--- config.mk ---
export PLATFORM = sky130hd
export DESIGN_NAME = lzss_group_packer
export DESIGN_NICKNAME = d
export VERILOG_FILES = /design/src/lzss_pkg.sv /design/src/lzss_group_packer.sv
export SDC_FILE = /design/constraint.sdc
export NUM_CORES = 1
export LEC_CHECK = 0
export ABC_AREA = 1
export BUFFER_PORTS_ARGS = -buffer_cell sky130_fd_sc_hd__buf_2
export CAP_MARGIN = 5
export CORE_MARGIN = 1.5
export CORE_UTILIZATION = 53
export DETAILED_ROUTE_END_ITERATION = 10
export PLACE_DENSITY = 0.87
export SLEW_MARGIN = 15
export SYNTH_ARGS = -nofsm -noshare
export SYNTH_HDL_FRONTEND = slang
export SYNTH_SLANG_ARGS = --single-unit
--- constraint.sdc ---
create_clock -name clk -period 3.91 [get_ports clk]
set_input_delay 0.1955 -clock clk [delete_from_list [all_inputs] [get_ports clk]]
set_output_delay 0.1955 -clock clk [all_outputs]
set_load 0.02 [all_outputs]
--- src/lzss_pkg.sv ---
// ----------------------------------------------------------------------------
// lzss_pkg
// Shared constants and types of the LZSS token decompressor.
// ----------------------------------------------------------------------------
package lzss_pkg;

  // History ring, a power of two so pointers wrap naturally
  localparam int HIST_DEPTH  = 32768;
  localparam int HIST_AW     = $clog2(HIST_DEPTH);
  localparam int FILL_W      = HIST_AW + 1;

  // Output grouping
  localparam int GROUP_BYTES = 8;
  localparam int GIDX_W      = $clog2(GROUP_BYTES);
  localparam int GCNT_W      = $clog2(GROUP_BYTES + 1);

  // Token fields
  localparam int LEN_W       = 8;
  localparam int DIST_W      = 16;
  localparam int REM_W       = LEN_W + 1;
  localparam int MATCH_BASE  = 3;
  localparam int SIZE_W      = 32;

  typedef logic [7:0] byte_t;

  // One byte in flight between read issue and write back
  typedef struct packed {
    logic               valid;
    logic               is_lit;
    byte_t              literal;
    logic               zero;    // copy source outside history
    logic               fwd;     // source is the byte written just before
    logic               last;    // final byte of the token
    logic               finish;  // count reaches expected size with this byte
    logic [HIST_AW-1:0] waddr;
  } issue_t;

  // History write port
  typedef struct packed {
    logic               en;
    logic [HIST_AW-1:0] addr;
    byte_t              data;
  } hist_wr_t;

endpackage

--- src/lzss_group_packer.sv ---
// ----------------------------------------------------------------------------
// lzss_group_packer
// Resolves each byte, writes it back to history and packs bytes into
// output groups held in the output register.
// ----------------------------------------------------------------------------
module lzss_group_packer (
  input  logic                          clk,
  input  logic                          rst,
  input  lzss_pkg::issue_t              stage,
  input  lzss_pkg::byte_t               rd_data,
  output logic                          take,
  output lzss_pkg::hist_wr_t            wr,
  // output register
  output logic                          out_valid,
  input  logic                          out_ready,
  output lzss_pkg::byte_t               out_bytes [lzss_pkg::GROUP_BYTES],
  output logic [lzss_pkg::GCNT_W-1:0]   out_count,
  output logic                          out_last,
  output logic                          out_finish
);
  import lzss_pkg::*;

  byte_t             gbuf [GROUP_BYTES];
  logic [GCNT_W-1:0] gcnt;
  byte_t             prev_byte;

  byte_t             cur;
  logic              complete;
  logic              stall;

  // byte value: literal, out of range, run of one, or history
  always_comb begin
    if (stage.is_lit) begin
      cur = stage.literal;
    end else if (stage.zero) begin
      cur = '0;
    end else if (stage.fwd) begin
      cur = prev_byte;
    end else begin
      cur = rd_data;
    end
  end

  assign complete = (gcnt == GCNT_W'(GROUP_BYTES - 1)) || stage.last;
  assign stall    = stage.valid && complete && out_valid && !out_ready;
  assign take     = stage.valid && !stall;

  assign wr.en   = take;
  assign wr.addr = stage.waddr;
  assign wr.data = cur;

  // last written byte, source of distance-one copies
  always_ff @(posedge clk) begin
    if (take) begin
      prev_byte <= cur;
    end
  end

  // group buffer
  always_ff @(posedge clk) begin
    if (rst) begin
      gcnt <= '0;
    end else if (take) begin
      if (complete) begin
        gcnt <= '0;
      end else begin
        gcnt <= gcnt + GCNT_W'(1);
      end
    end
  end

  always_ff @(posedge clk) begin
    if (take && !complete) begin
      gbuf[gcnt[GIDX_W-1:0]] <= cur;
    end
  end

  // output register
  always_ff @(posedge clk) begin
    if (rst) begin
      out_valid <= 1'b0;
    end else if (take && complete) begin
      out_valid <= 1'b1;
    end else if (out_ready) begin
      out_valid <= 1'b0;
    end
  end

  always_ff @(posedge clk) begin
    if (take && complete) begin
      for (int i = 0; i < GROUP_BYTES; i++) begin
        if (GCNT_W'(i) < gcnt) begin
          out_bytes[i] <= gbuf[i];
        end else if (GCNT_W'(i) == gcnt) begin
          out_bytes[i] <= cur;
        end else begin
          out_bytes[i] <= '0;
        end
      end
      out_count  <= gcnt + GCNT_W'(1);
      out_last   <= stage.last;
      out_finish <= stage.finish;
    end
  end

endmodule

==> run metrics <==
CTS sink cnt 147; Top Ports 136; Placer Congestion 0.9253; Main synth FF type edfxtp_1; Rows 38; syn_nets 480; post-route setup TNS 0 ns; worst path cell trace nor2_4 -> nand2_8 -> nand2_8 -> nor2_4 -> inv_2 -> nor3_1; CTS tree done; Via Count 3884; DR WL/cell 18.10 um; critical path peak fanout 22; Max Freq 390.7 MHz; synth top area cells edfxtp_1 (73%), o21ai_0 (5.1%), nand2_1 (3.8%); worst path arrival time 2.70 ns; crit-path max cell delay 0.81 ns; Tot Pwr 3.747 mW; status finished, final reports clean; H-tree Lvls 4; Least-Margin Pin Slew 1.058 ns; critical path startpoint category flip-flop; Filler cells 736; Final Setup Violations 0; antenna violations before repair 0; synth-to-layout area growth 21.74%; skew final 0.007833 ns; Antenna Violating Nets Remaining 0; Synth async-reset ratio 0%; # nets final 589; number of synthesized register bits 147; Mapped Avg Cell Area 13.33 um^2; max_cap viols 0; PortBufs 105; Design Area, Final 7092 um^2; GRT overflow 0; post-CTS sizing 0; Synth Cell Area 5826 um^2; vias in the first global route 3735; DRT Pass-1 Iters 6; CORE AREA 10790 um^2; share of cells above drive strength 1 30.41%; crit share post-route 65.47%; sequential-to-total area share from yosys stat 74.91%; Die Ht 107.8 um; kind of critical path reg -> reg; die area 11630 um^2; setup bufs post-CTS 0; RSZ-0062 raised after global routing false; Post-Route WL 12.65 mm; most common cell after layout, fill and taps aside edfxtp_1; first-pass GRT wire length 19.33 mm; Worst-path clk slew 0.06 ns; starting density of the core 53.98%; DP HPWL 8.115 mm; final hold slack 0.03231 ns; Tmin final 2.560 ns; library cells used by synthesis 26; Bufs on Longest Clock Path 2; Cells after Synth 437; Max rail drop VDD 278.2 uV; Synth top area share 73.20%; routed vias/inst 5.557; Slew Limit Fails 0; number of enable flip-flop cells after synthesis 142; slew margin rel. 28.95%; most frequent cells in the layout edfxtp_1 (142), buf_2 (105), nand2_1 (59), o21ai_0 (59), inv_1 (38); drt initial violations 352; critical path data required time 4.05 ns; DP Area 6419 um^2; static leakage 2.762 nW; Clock Tree Root clkbuf_8; largest area contributor in the netlist edfxtp_1; synth warn 0; CTS buffer count 17; Reg area 4364 um^2; slowest CP cell dfxtp_1; Power Density 528.3 nW/um^2; largest net degree at the start of global routing 38; crit path capture type flip-flop; footprint of the multi-input gates 1095 um^2; Final Hold Vio Count 0; worst-skew pair later-pin latency 0.53 ns; Die W 107.8 um; DRC violations left 0; ANT cells 0; HP Class in -> reg; total track usage 23.13%
## cell type report
| type | count | area share [%] |
|---|---|---|
| clock buffers | 22 | 6.387 |
| inverters | 51 | 2.735 |
| repair buffers | 116 | 8.892 |
| well taps | 140 | 2.470 |
| multi-input cells | 213 | 15.44 |
| flip-flops and latches | 147 | 61.54 |
| clock inverters | 10 | 2.541 |
## path summary, 6_finish.rpt
| check | to | cells after the start | slack (ns) | from |
|---|---|---|---|---|
| setup / recovery | gbuf[5][4]$_DFFE_PP_ | 6 | 1.35 | gcnt[3]$_SDFFE_PP0N_ |
| hold / removal | gcnt[1]$_SDFFE_PP0N_ | 4 | 0.03 | stage[28] |
| setup reg to reg | gbuf[5][4]$_DFFE_PP_ | 6 | 1.35 | gcnt[3]$_SDFFE_PP0N_ |
| hold reg to reg | out_bytes[39]$_DFFE_PP_ | 2 | 0.55 | gbuf[3][7]$_DFFE_PP_ |
## critical path: cells and delay by family, from the launching register on
| family | cells | cell delay, ns |
|---|---|---|
| buf+inv | 1 | 0.06 |
| flops | 1 | 0.81 |
| simple gates | 5 | 1.31 |
## Yosys cell counts, types with 2 or more instances
master and count:
nand3_1 23, a21oi_1 6, nand2_1 59, or2_2 6, o21ai_1 22, dfxtp_1 5, nor2_4 3, o21ai_0 59
o22ai_1 7, buf_4 17, inv_2 11, ha_1 3, nor3_1 3, nor2_1 13, nand2_8 2, edfxtp_1 142
buf_2 8, nand2_4 2, inv_1 39
## per-stage QoR
stage	utilization, %	worst slack [ns]	std cells
after global placement	59.47	1.527	663
after CTS	65.71	1.356	699
after floorplan	-	1.206	437
after global routing	65.71	1.159	699
after detailed placement	59.47	1.380	663
final	65.71	1.350	699
## per-layer routing
layer | track usage, % | wire length [um]
met4 | 12.88 | 422
met1 | 29.19 | 4893
met3 | 7.385 | 1407
met5 | 0 | 0
met2 | 35.53 | 5928
## kinds of logic after synthesis
logic type                 Yosys count  synth area share, %
DFF                                147                74.91
AOI/OAI and AO/OA                   96                8.656
buffers and inverters               77                6.293
and+or+nand+nor                    114                9.493
adders and majority gates            3               0.6444
## timing repair
action	CTS	global route
endpoints found under the setup margin	0	0
hold buffers	4	0
hold endpoints to repair	7	0
## where the power goes
group | switching [mW] | internal [mW] | total (mW)
Clock | 0.578 | 1.13 | 1.71
Sequential | 0.0128 | 1.78 | 1.79
Combinational | 0.179 | 0.0650 | 0.244
## flip-flops by register name (all words and copies together), names as in the netlist
| name | flops |
|---|---|
| out_valid | 1 |
| out_finish | 1 |
| out_bytes | 64 |
| gcnt | 4 |
| prev_byte | 8 |
| out_count | 4 |
| out_last | 1 |
| gbuf | 64 |
No activity file was read; power rests on OpenSTA's default activity.
