===== src/lzss_pkg.sv =====
// ----------------------------------------------------------------------------
// lzss_pkg
// Shared constants and types of the LZSS token decompressor.
// ----------------------------------------------------------------------------
package lzss_pkg;

  // History ring, a power of two so pointers wrap naturally
  localparam int HIST_DEPTH  = 32768;
  localparam int HIST_AW     = $clog2(HIST_DEPTH);
  localparam int FILL_W      = HIST_AW + 1;

  // Output grouping
  localparam int GROUP_BYTES = 8;
  localparam int GIDX_W      = $clog2(GROUP_BYTES);
  localparam int GCNT_W      = $clog2(GROUP_BYTES + 1);

  // Token fields
  localparam int LEN_W       = 8;
  localparam int DIST_W      = 16;
  localparam int REM_W       = LEN_W + 1;
  localparam int MATCH_BASE  = 3;
  localparam int SIZE_W      = 32;

  typedef logic [7:0] byte_t;

  // One byte in flight between read issue and write back
  typedef struct packed {
    logic               valid;
    logic               is_lit;
    byte_t              literal;
    logic               zero;    // copy source outside history
    logic               fwd;     // source is the byte written just before
    logic               last;    // final byte of the token
    logic               finish;  // count reaches expected size with this byte
    logic [HIST_AW-1:0] waddr;
  } issue_t;

  // History write port
  typedef struct packed {
    logic               en;
    logic [HIST_AW-1:0] addr;
    byte_t              data;
  } hist_wr_t;

endpackage


===== src/lzss_copy_engine.sv =====
// ----------------------------------------------------------------------------
// lzss_copy_engine
// Token sequencer: issues one history read per copied byte of a match and keeps the
// write pointer, fill level, byte count and end-of-stream state.
// ----------------------------------------------------------------------------
module lzss_copy_engine (
  input  logic                        clk,
  input  logic                        rst,
  // token input
  input  logic                        tok_valid,
  output logic                        tok_ready,
  input  logic                        tok_is_match,
  input  lzss_pkg::byte_t             tok_literal,
  input  logic [lzss_pkg::LEN_W-1:0]  tok_length,
  input  logic [lzss_pkg::DIST_W-1:0] tok_distance,
  // expected size register
  input  logic                        cfg_we,
  input  logic [lzss_pkg::SIZE_W-1:0] cfg_value,
  // history read
  output logic                        rd_en,
  output logic [lzss_pkg::HIST_AW-1:0] rd_addr,
  // byte stage toward the packer
  output lzss_pkg::issue_t            stage,
  input  logic                        take
);
  import lzss_pkg::*;

  logic               busy;
  logic [REM_W-1:0]   rem;
  logic               is_match;
  byte_t              literal;
  logic [DIST_W-1:0]  distance;
  logic [HIST_AW-1:0] wp;
  logic [FILL_W-1:0]  fill;
  logic [SIZE_W-1:0]  produced;
  logic               done;
  logic [SIZE_W-1:0]  expected;

  logic               accept;
  logic               issue;
  logic               last_byte;
  logic               src_zero;
  logic [SIZE_W-1:0]  produced_next;

  assign tok_ready = !busy;
  assign accept    = tok_valid && !busy;

  // one byte leaves per cycle unless the stage is held
  assign issue         = busy && (!stage.valid || take);
  assign last_byte     = (rem == REM_W'(1));
  assign produced_next = produced + SIZE_W'(1);
  assign src_zero      = (distance == '0) || (distance > DIST_W'(fill));

  // copy source trails the write pointer by the distance
  assign rd_en   = issue && is_match;
  assign rd_addr = wp - distance[HIST_AW-1:0];

  // configuration register
  always_ff @(posedge clk) begin
    if (rst) begin
      expected <= '0;
    end else if (cfg_we) begin
      expected <= cfg_value;
    end
  end

  // token sequencer
  always_ff @(posedge clk) begin
    if (rst) begin
      busy <= 1'b0;
      rem  <= '0;
      done <= 1'b0;
    end else if (accept) begin
      // tokens after the end are dropped
      busy <= !done;
      rem  <= tok_is_match ? ({1'b0, tok_length} + REM_W'(MATCH_BASE)) : REM_W'(1);
    end else if (issue) begin
      rem <= rem - REM_W'(1);
      if (last_byte) begin
        busy <= 1'b0;
        if (produced_next == expected) begin
          done <= 1'b1;
        end
      end
    end
  end

  // token payload
  always_ff @(posedge clk) begin
    if (accept) begin
      is_match <= tok_is_match;
      literal  <= tok_literal;
      distance <= tok_distance;
    end
  end

  // stream position counters
  always_ff @(posedge clk) begin
    if (rst) begin
      wp       <= '0;
      fill     <= '0;
      produced <= '0;
    end else if (issue) begin
      wp       <= wp + HIST_AW'(1);
      produced <= produced_next;
      if (fill != FILL_W'(HIST_DEPTH)) begin
        fill <= fill + FILL_W'(1);
      end
    end
  end

  // byte stage
  always_ff @(posedge clk) begin
    if (rst) begin
      stage.valid <= 1'b0;
    end else if (issue) begin
      stage.valid <= 1'b1;
    end else if (take) begin
      stage.valid <= 1'b0;
    end
    if (issue) begin
      stage.is_lit  <= !is_match;
      stage.literal <= literal;
      stage.zero    <= src_zero;
      stage.fwd     <= (distance == DIST_W'(1));
      stage.last    <= last_byte;
      stage.finish  <= last_byte && (produced_next == expected);
      stage.waddr   <= wp;
    end
  end

endmodule


===== config.mk =====
export PLATFORM = sky130hd
export DESIGN_NAME = lzss_copy_engine
export DESIGN_NICKNAME = d
export VERILOG_FILES = /design/src/lzss_pkg.sv /design/src/lzss_copy_engine.sv
export SDC_FILE = /design/constraint.sdc
export NUM_CORES = 1
export LEC_CHECK = 0
export ABC_AREA = 1
export BUFFER_PORTS_ARGS = -buffer_cell sky130_fd_sc_hd__buf_4
export CAP_MARGIN = 0
export CORE_ASPECT_RATIO = 2
export CORE_MARGIN = 1.5
export CORE_UTILIZATION = 55
export CTS_BUF_LIST = sky130_fd_sc_hd__clkbuf_4 sky130_fd_sc_hd__clkbuf_8 sky130_fd_sc_hd__clkbuf_16
export CTS_CLUSTER_DIAMETER = 60
export DETAILED_ROUTE_END_ITERATION = 10
export MAX_ROUTING_LAYER = met4
export PLACE_DENSITY = 0.78
export SLEW_MARGIN = 20
export SYNTH_ARGS = -nofsm -noshare
export SYNTH_HDL_FRONTEND = slang
export SYNTH_SLANG_ARGS = --single-unit

===== constraint.sdc =====
create_clock -name clk -period 4.22 [get_ports clk]
set_input_delay 0.844 -clock clk [delete_from_list [all_inputs] [get_ports clk]]
set_output_delay 0.844 -clock clk [all_outputs]
set_load 0.01 [all_outputs]

==> metrics.md, run 1 <==
| Metric | Value |
|---|---|
| Tcrit/Tclk final | `roughly nine tenths` |
| First DRT Iteration DRCs | `471` |
| Seq/Total Area, Yosys | `42.1%` |
| Highest net fanout along the worst path | `4` |
| Cell area after synthesis | `~9000 µm²` |
| Overall routing resource usage | `a little under a third` |
| Post-route DRC | `0` |
| Synthesis warning total | `0` |
| Worst Skew | `0.00879 ns` |
| Via/cell ratio | `between 5 and 6` |
| Critical Setup Path Class | `flop to output pin` |
| Routed via count | `approximately 8400` |
| Number of different library cells in the post-synthesis netlist | `45` |
| Largest cells by area after synthesis | `sky130_fd_sc_hd__dfxtp_1 (24%), sky130_fd_sc_hd__edfxtp_1 (18%), sky130_fd_sc_hd__nand2_1 (11%), sky130_fd_sc_hd__inv_1 (7.9%), sky130_fd_sc_hd__a21oi_1 (6.0%)` |
| P&R area growth vs syn | `18.6%` |
| Initial antenna violation count | `0` |
| Unrepaired setup endpoints after global routing | `false` |
| Max Clk Rate | `about 260 MHz` |
| Worst min path class | `flop to flop` |
| Setup slack after layout | `roughly 0.41 ns` |
| Accumulated negative setup slack | `0 ns` |
| Via count of the first global-routing pass | `about 8300` |
| Setup violations, final | `0` |
| Pre-CTS setup slack | `a little under 0.9 ns` |
| Final routed wirelength across all metal layers | `between 20000 and 25000 µm` |
| Synthesized Nets | `~1300` |
| Fraction of layout instances using a drive strength above 1 | `a little over an eighth` |
| Number of enable flip-flop cells after synthesis | `53` |
| Utilization after layout | `about two thirds` |
| Signal arrival time at the worst endpoint | `around 3 ns` |
| Final hold viol count | `0` |
| Cell Pwr Density | `374 nW/µm²` |
| Number of standard-cell rows in the floorplan | `65` |
| Synthesized instance count | `around 1200` |
| Buffer count from post-CTS setup fixing | `0` |
| Post-CTS Resized | `0` |
| CTS Root Buffer Type | `sky130_fd_sc_hd__clkbuf_16` |
| Post-Synthesis Mean Instance Area | `between 7 and 8 µm²` |
| Dominant synthesized flop cell | `sky130_fd_sc_hd__dfxtp_1` |
| Core region area | `~16000 µm²` |
| First-pass iteration count of the detailed router | `7` |
| Outcome | `finished clean` |
| Global-route wire length before repair | `39200 µm` |
| Clock buffer depth | `2` |
| Routed Antenna Nets | `0` |
| Detailed-route wire length per cell | `16.1 µm` |
| Required @ worst endpoint | `between 3 and 4 ns` |
| Count of input and output buffers | `approximately 120` |
| Count of antenna diodes in the layout | `0` |
| Gr ovfl total | `0` |
| Reported max-cap violation count | `0` |
| Net count of the finished layout | `~1400` |
| CTS tree | `yes` |
| Initial Util | `between 50 and 60%` |
| Number of buffers created by CTS | `17` |
| Overall power of the completed layout | `roughly 4 mW` |
| Final Max Tran Viols | `0` |
| Post-synthesis register bit count | `160` |
| Kind of launch point of the worst setup path | `flop` |
| Die ar. | `~17000 µm²` |
| Chip width | `around 93 µm` |
| CP endpoint kind | `output pin` |
| Worst vdd rail ir drop | `0.000260 V` |
| Number of H-tree branching levels | `4` |
| Commonest non-fill, non-tap cell in the layout | `sky130_fd_sc_hd__nand2_1` |
| Height of the die | `roughly 180 µm` |
| Worst-case headroom to the max-slew limit | `around three fifths` |
| Leakage | `roughly 4.7 nW` |
| Pin count of the biggest net entering global routing | `41` |
| HPWL reported at the end of detailed placement | `roughly 19000 µm` |
| Share of synthesized registers carrying an async set or reset | `0%` |
| Minimum period implied by the final worst setup slack | `about 3.8 ns` |
| Clock network latency to the later pin of the worst-skew pair | `roughly 0.43 ns` |
| Proportion of netlist area held by the largest area contributor | `24.2%` |
| CTS clock-pin slew for the worst setup and hold paths | `0.06 ns` |
| Number of buffers inserted by hold repair at cts | `0` |
| Leading area contributor after synthesis | `sky130_fd_sc_hd__dfxtp_1` |
| CTS sink cnt | `160` |
| GPL Wtd Cong | `about 0.93` |
| Number of I/O pins | `around 120` |
| Most frequent cells in the layout | `sky130_fd_sc_hd__nand2_1 (248), sky130_fd_sc_hd__inv_1 (184), sky130_fd_sc_hd__buf_4 (122)` |
| Slew at the pin closest to its max-slew limit | `approximately 0.6 ns` |
==> kinds of logic after synthesis <==
family | count (synthesis) | share of synthesized area, %
simple gates | 533 | 26.7
compound gates | 232 | 14.1
buf+inv | 215 | 9.12
flops | 160 | 42.1
fa+ha+maj | 38 | 5.45
xor+xnor | 25 | 2.47
==> sequential cells by signal (all words and copies together) (netlist names) <==
register / flops
rem: 9
is_match: 1
fill: 16
expected: 32
literal: 8
busy: 1
distance: 16
wp: 15
done: 1
stage: 29
produced: 32
==> worst paths after layout <==
kind / startpoint / end / slack, ns / depth (start not counted)
min: literal[2] / stage[21] / 0.42 / 0
max reg2reg: produced[1] / stage[15] / 1.73 / 15
max: wp[0] / rd_addr[12] / 0.41 / 14
min reg2reg: literal[2] / stage[21] / 0.42 / 0
==> final cells by class <==
type                       instances  area (µm²)
tap                              201         251
clock inverter                    11         115
multi-input combinational        828        4320
inverter                         189         709
sequential                       160        3730
timing repair buffer             122         916
fill                            1464        5270
clock buffer                      21         462
==> cells in the mapped netlist, types with 2 or more instances <==
library cell,count
sky130_fd_sc_hd__nor2_4,7
sky130_fd_sc_hd__o21ai_0,93
sky130_fd_sc_hd__xnor2_1,6
sky130_fd_sc_hd__o22ai_1,2
sky130_fd_sc_hd__nand2_1,248
sky130_fd_sc_hd__nor3b_1,4
sky130_fd_sc_hd__xor2_1,19
sky130_fd_sc_hd__ha_1,37
sky130_fd_sc_hd__a211oi_1,2
sky130_fd_sc_hd__edfxtp_1,53
sky130_fd_sc_hd__nand2_2,8
sky130_fd_sc_hd__nor3_1,17
sky130_fd_sc_hd__nand3_2,2
sky130_fd_sc_hd__o21a_1,3
sky130_fd_sc_hd__or2_2,2
sky130_fd_sc_hd__nor4_1,6
sky130_fd_sc_hd__nor2_2,5
sky130_fd_sc_hd__a31oi_1,2
sky130_fd_sc_hd__o21bai_1,2
sky130_fd_sc_hd__clkinv_1,2
sky130_fd_sc_hd__inv_1,186
sky130_fd_sc_hd__o211ai_1,10
sky130_fd_sc_hd__nor2_1,115
sky130_fd_sc_hd__o31ai_1,3
sky130_fd_sc_hd__nand3b_1,7
sky130_fd_sc_hd__nand3_1,91
sky130_fd_sc_hd__dfxtp_1,107
sky130_fd_sc_hd__clkbuf_1,24
sky130_fd_sc_hd__a21oi_1,106
sky130_fd_sc_hd__nand4_1,19
==> metrics by stage <==
stage / hold WS, ns / instances / instance area, µm²
detailed placement: 0.406 / 1500 / 9930
finish: 0.419 / 1532 / 10500
global placement: 0.402 / 1500 / 9930
global route: 0.428 / 1532 / 10500
CTS: 0.421 / 1532 / 10500
floorplan: 0.400 / 1203 / 8860
==> metal layers <==
metal,wire length (µm),global-route usage (%),vias to the layer above
met5,0,-,-
met4,2200,25.8,0
met3,914,4.58,105
met2,13400,57.0,260
met1,8240,27.0,3815
li1,-,-,4207
==> power breakdown <==
part | leakage [nW] | internal (mW) | switching (mW)
clock network | 0.283 | 0.901 | 0.622
registers | 1.39 | 1.70 | 0.0865
logic | 3.01 | 0.248 | 0.369
total | 4.68 | 2.85 | 1.08
==> critical path: stages, from the launching register on <==
cell,delay (ns)
sky130_fd_sc_hd__dfxtp_1,0.37
sky130_fd_sc_hd__inv_1,0.09
sky130_fd_sc_hd__ha_1,0.21
sky130_fd_sc_hd__fa_1,0.41
sky130_fd_sc_hd__nor2_1,0.12
sky130_fd_sc_hd__nor2_1,0.07
sky130_fd_sc_hd__o21ai_0,0.37
sky130_fd_sc_hd__inv_1,0.11
sky130_fd_sc_hd__nor2_1,0.10
sky130_fd_sc_hd__nor2_1,0.04
sky130_fd_sc_hd__a21oi_1,0.17
sky130_fd_sc_hd__nand3_1,0.09
sky130_fd_sc_hd__nand2_1,0.08
sky130_fd_sc_hd__xor2_1,0.15
sky130_fd_sc_hd__buf_4,0.14
Note: power is estimated with default switching activity, not from simulation.
==> inputs of run 2 (changes only) <==
CTS_BUF_LIST = not set   (was sky130_fd_sc_hd__clkbuf_4 sky130_fd_sc_hd__clkbuf_8 sky130_fd_sc_hd__clkbuf_16)
CTS_CLUSTER_SIZE = 40   (was not set)
==> metrics.md, run 2 (synthesis gave the netlist of run 1 again) <==
| Metric | Value |
|---|---|
| Crit path capture | `rd_addr[12]` |
| HPWL reported at the end of detailed placement | `19000 µm` |
| Worst-case headroom to the max-slew limit | `59.8%` |
| Commonest non-fill, non-tap cell in the layout | `sky130_fd_sc_hd__nand2_1` |
| Signal arrival time at the worst endpoint | `2.98 ns` |
| P&R area growth vs syn | `18.4%` |
| Net count of the finished layout | `about 1400` |
| Reg-to-Reg End | `fill[11]` |
| Global-route wire length before repair | `about 39000 µm` |
| CTS tree | `yes` |
| Final Max Tran Viols | `0` |
| Final routed wirelength across all metal layers | `roughly 25000 µm` |
| Buffer count from post-CTS setup fixing | `0` |
| Worst min path class | `flop to flop` |
| Crit. Startpoint | `wp[0]` |
| Most frequent cells in the layout | `sky130_fd_sc_hd__nand2_1 (248), sky130_fd_sc_hd__inv_1 (184), sky130_fd_sc_hd__buf_4 (122)` |
| Number of buffers created by CTS | `17` |
| Tcrit/Tclk final | `90.6%` |
| Via count of the first global-routing pass | `between 8000 and 9000` |
| Minimum period implied by the final worst setup slack | `3.82 ns` |
| First-pass iteration count of the detailed router | `5` |
| First DRT Iteration DRCs | `453` |
| Launching point of the worst reg2reg path | `stage[28]` |
| Core region area | `roughly 16000 µm²` |
| Number of standard-cell rows in the floorplan | `65` |
| Number of H-tree branching levels | `4` |
| Pin count of the biggest net entering global routing | `between 40 and 50` |
| Required @ worst endpoint | `between 3 and 4 ns` |
| Fraction of layout instances using a drive strength above 1 | `13.5%` |
| Post-route DRC | `0` |
| Via/cell ratio | `~5.5` |
| Flop2flop setup slack | `1.64 ns` |
| Unrepaired setup endpoints after global routing | `false` |
| Number of buffers inserted by hold repair at cts | `0` |
| Utilization after layout | `between 60% and 70%` |
| Number of I/O pins | `about 120` |
| Share of power burned in registers | `45.8%` |
| GPL Wtd Cong | `around 0.93` |
| Max Clk Rate | `261 MHz` |
| Slew at the pin closest to its max-slew limit | `0.599 ns` |
| Detailed-route wire length per cell | `approximately 16 µm` |
| CTS sink cnt | `between 150 and 200` |
| Number of cell instances on the worst register-to-register path | `10` |
| Height of the die | `between 150 and 200 µm` |
| Worst Skew | `approximately 0.0086 ns` |
| CP endpoint kind | `output pin` |
| Leakage | `4.67 nW` |
| Chip width | `between 90 and 100 µm` |
| Net Switching | `around 1.1 mW` |
| Highest net fanout along the worst path | `4` |
| Initial antenna violation count | `0` |
| Reported max-cap violation count | `0` |
| Worst vdd rail ir drop | `0.000263 V` |
| Overall routing resource usage | `between 30% and 40%` |
| Share of total power in the clock network | `roughly two fifths` |
| Routed via count | `around 8400` |
| CTS Root Buffer Type | `sky130_fd_sc_hd__clkbuf_16` |
| Accumulated negative setup slack | `0 ns` |
| Post-CTS Resized | `0` |
| Count of input and output buffers | `roughly 120` |
| Hold_ws | `~0.42 ns` |
| Largest registers | `expected x32, produced x32, stage x29` |
| Kind of launch point of the worst setup path | `flop` |
| Internal power of the cells | `roughly 2.8 mW` |
| Switching Fraction | `between 20% and 30%` |
| Count of antenna diodes in the layout | `0` |
| Clock network latency to the later pin of the worst-skew pair | `0.43 ns` |
| Routed Antenna Nets | `0` |
| Setup violations, final | `0` |
| Final hold viol count | `0` |
| Gr ovfl total | `0` |
| CTS clock-pin slew for the worst setup and hold paths | `about 0.060 ns` |
| Comb power frac | `15.8%` |
| Cell Pwr Density | `around 370 nW/µm²` |
| Clock buffer depth | `2` |
| Critical Setup Path Class | `flop to output pin` |
| Die ar. | `roughly 17000 µm²` |
| Initial Util | `a little under three fifths` |
| Outcome | `finished clean` |
run 2: cell count changes in the layout (fill, tap and decap cells not counted):
| cell | previous run | this run |
|---|---|---|
| sky130_fd_sc_hd__clkbuf_1 | 0 | 3 |
| sky130_fd_sc_hd__clkbuf_4 | 3 | 0 |
run 2: cell type report:
class                           instances  area [µm²]
Fill cell                            1476        5280
Sequential cell                       160        3730
Inverter                              189         709
Clock buffer                           21         450
Multi-Input combinational cell        828        4320
Timing Repair Buffer                  122         916
Clock inverter                         11         115
Tap cell                              201         251
run 2: critical path, stage by stage (launching register included):
cell and delay, ns:
sky130_fd_sc_hd__dfxtp_1 0.38, sky130_fd_sc_hd__inv_1 0.09, sky130_fd_sc_hd__ha_1 0.21, sky130_fd_sc_hd__fa_1 0.41
sky130_fd_sc_hd__nor2_1 0.12, sky130_fd_sc_hd__nor2_1 0.07, sky130_fd_sc_hd__o21ai_0 0.38, sky130_fd_sc_hd__inv_1 0.11
sky130_fd_sc_hd__nor2_1 0.10, sky130_fd_sc_hd__nor2_1 0.04, sky130_fd_sc_hd__a21oi_1 0.17, sky130_fd_sc_hd__nand3_1 0.09
sky130_fd_sc_hd__nand2_1 0.08, sky130_fd_sc_hd__xor2_1 0.15, sky130_fd_sc_hd__buf_4 0.14
run 2: worst min-delay path by stage:
stage / start / endpoint / cells past startpoint
after floorplan: literal[0] / stage[19] / 0
after global placement: literal[3] / stage[22] / 0
after detailed placement: literal[3] / stage[22] / 0
after CTS: literal[2] / stage[21] / 0
after global routing: literal[7] / stage[26] / 0
final: literal[2] / stage[21] / 0
run 2: through the flow:
| stage | instances | total power [mW] | worst slack [ns] | cell area (µm²) |
|---|---|---|---|---|
| finish | 1532 | 3.91 | 0.395 | 10500 |
| global route | 1532 | 4.07 | 0.0672 | 10500 |
| CTS | 1532 | 3.92 | 0.418 | 10500 |
| detailed placement | 1500 | 2.43 | 0.893 | 9930 |
| global placement | 1500 | 2.41 | 0.927 | 9930 |
| floorplan | 1203 | 2.19 | 1.16 | 8860 |
run 2: routing by layer:
layer | part of all wire, % | global-route usage [%]
met4 | 8.8 | 25.7
met2 | 54 | 57.1
met5 | 0 | -
met1 | 33 | 27.2
met3 | 4.0 | 4.58
run 2: power by group through the flow:
stage | registers (mW) | clock network (mW) | logic (mW)
floorplan | 1.80 | 0 | 0.387
global placement | 1.82 | 0 | 0.598
detailed placement | 1.82 | 0 | 0.614
CTS | 1.79 | 1.52 | 0.617
global route | 1.80 | 1.58 | 0.694
finish | 1.79 | 1.50 | 0.618
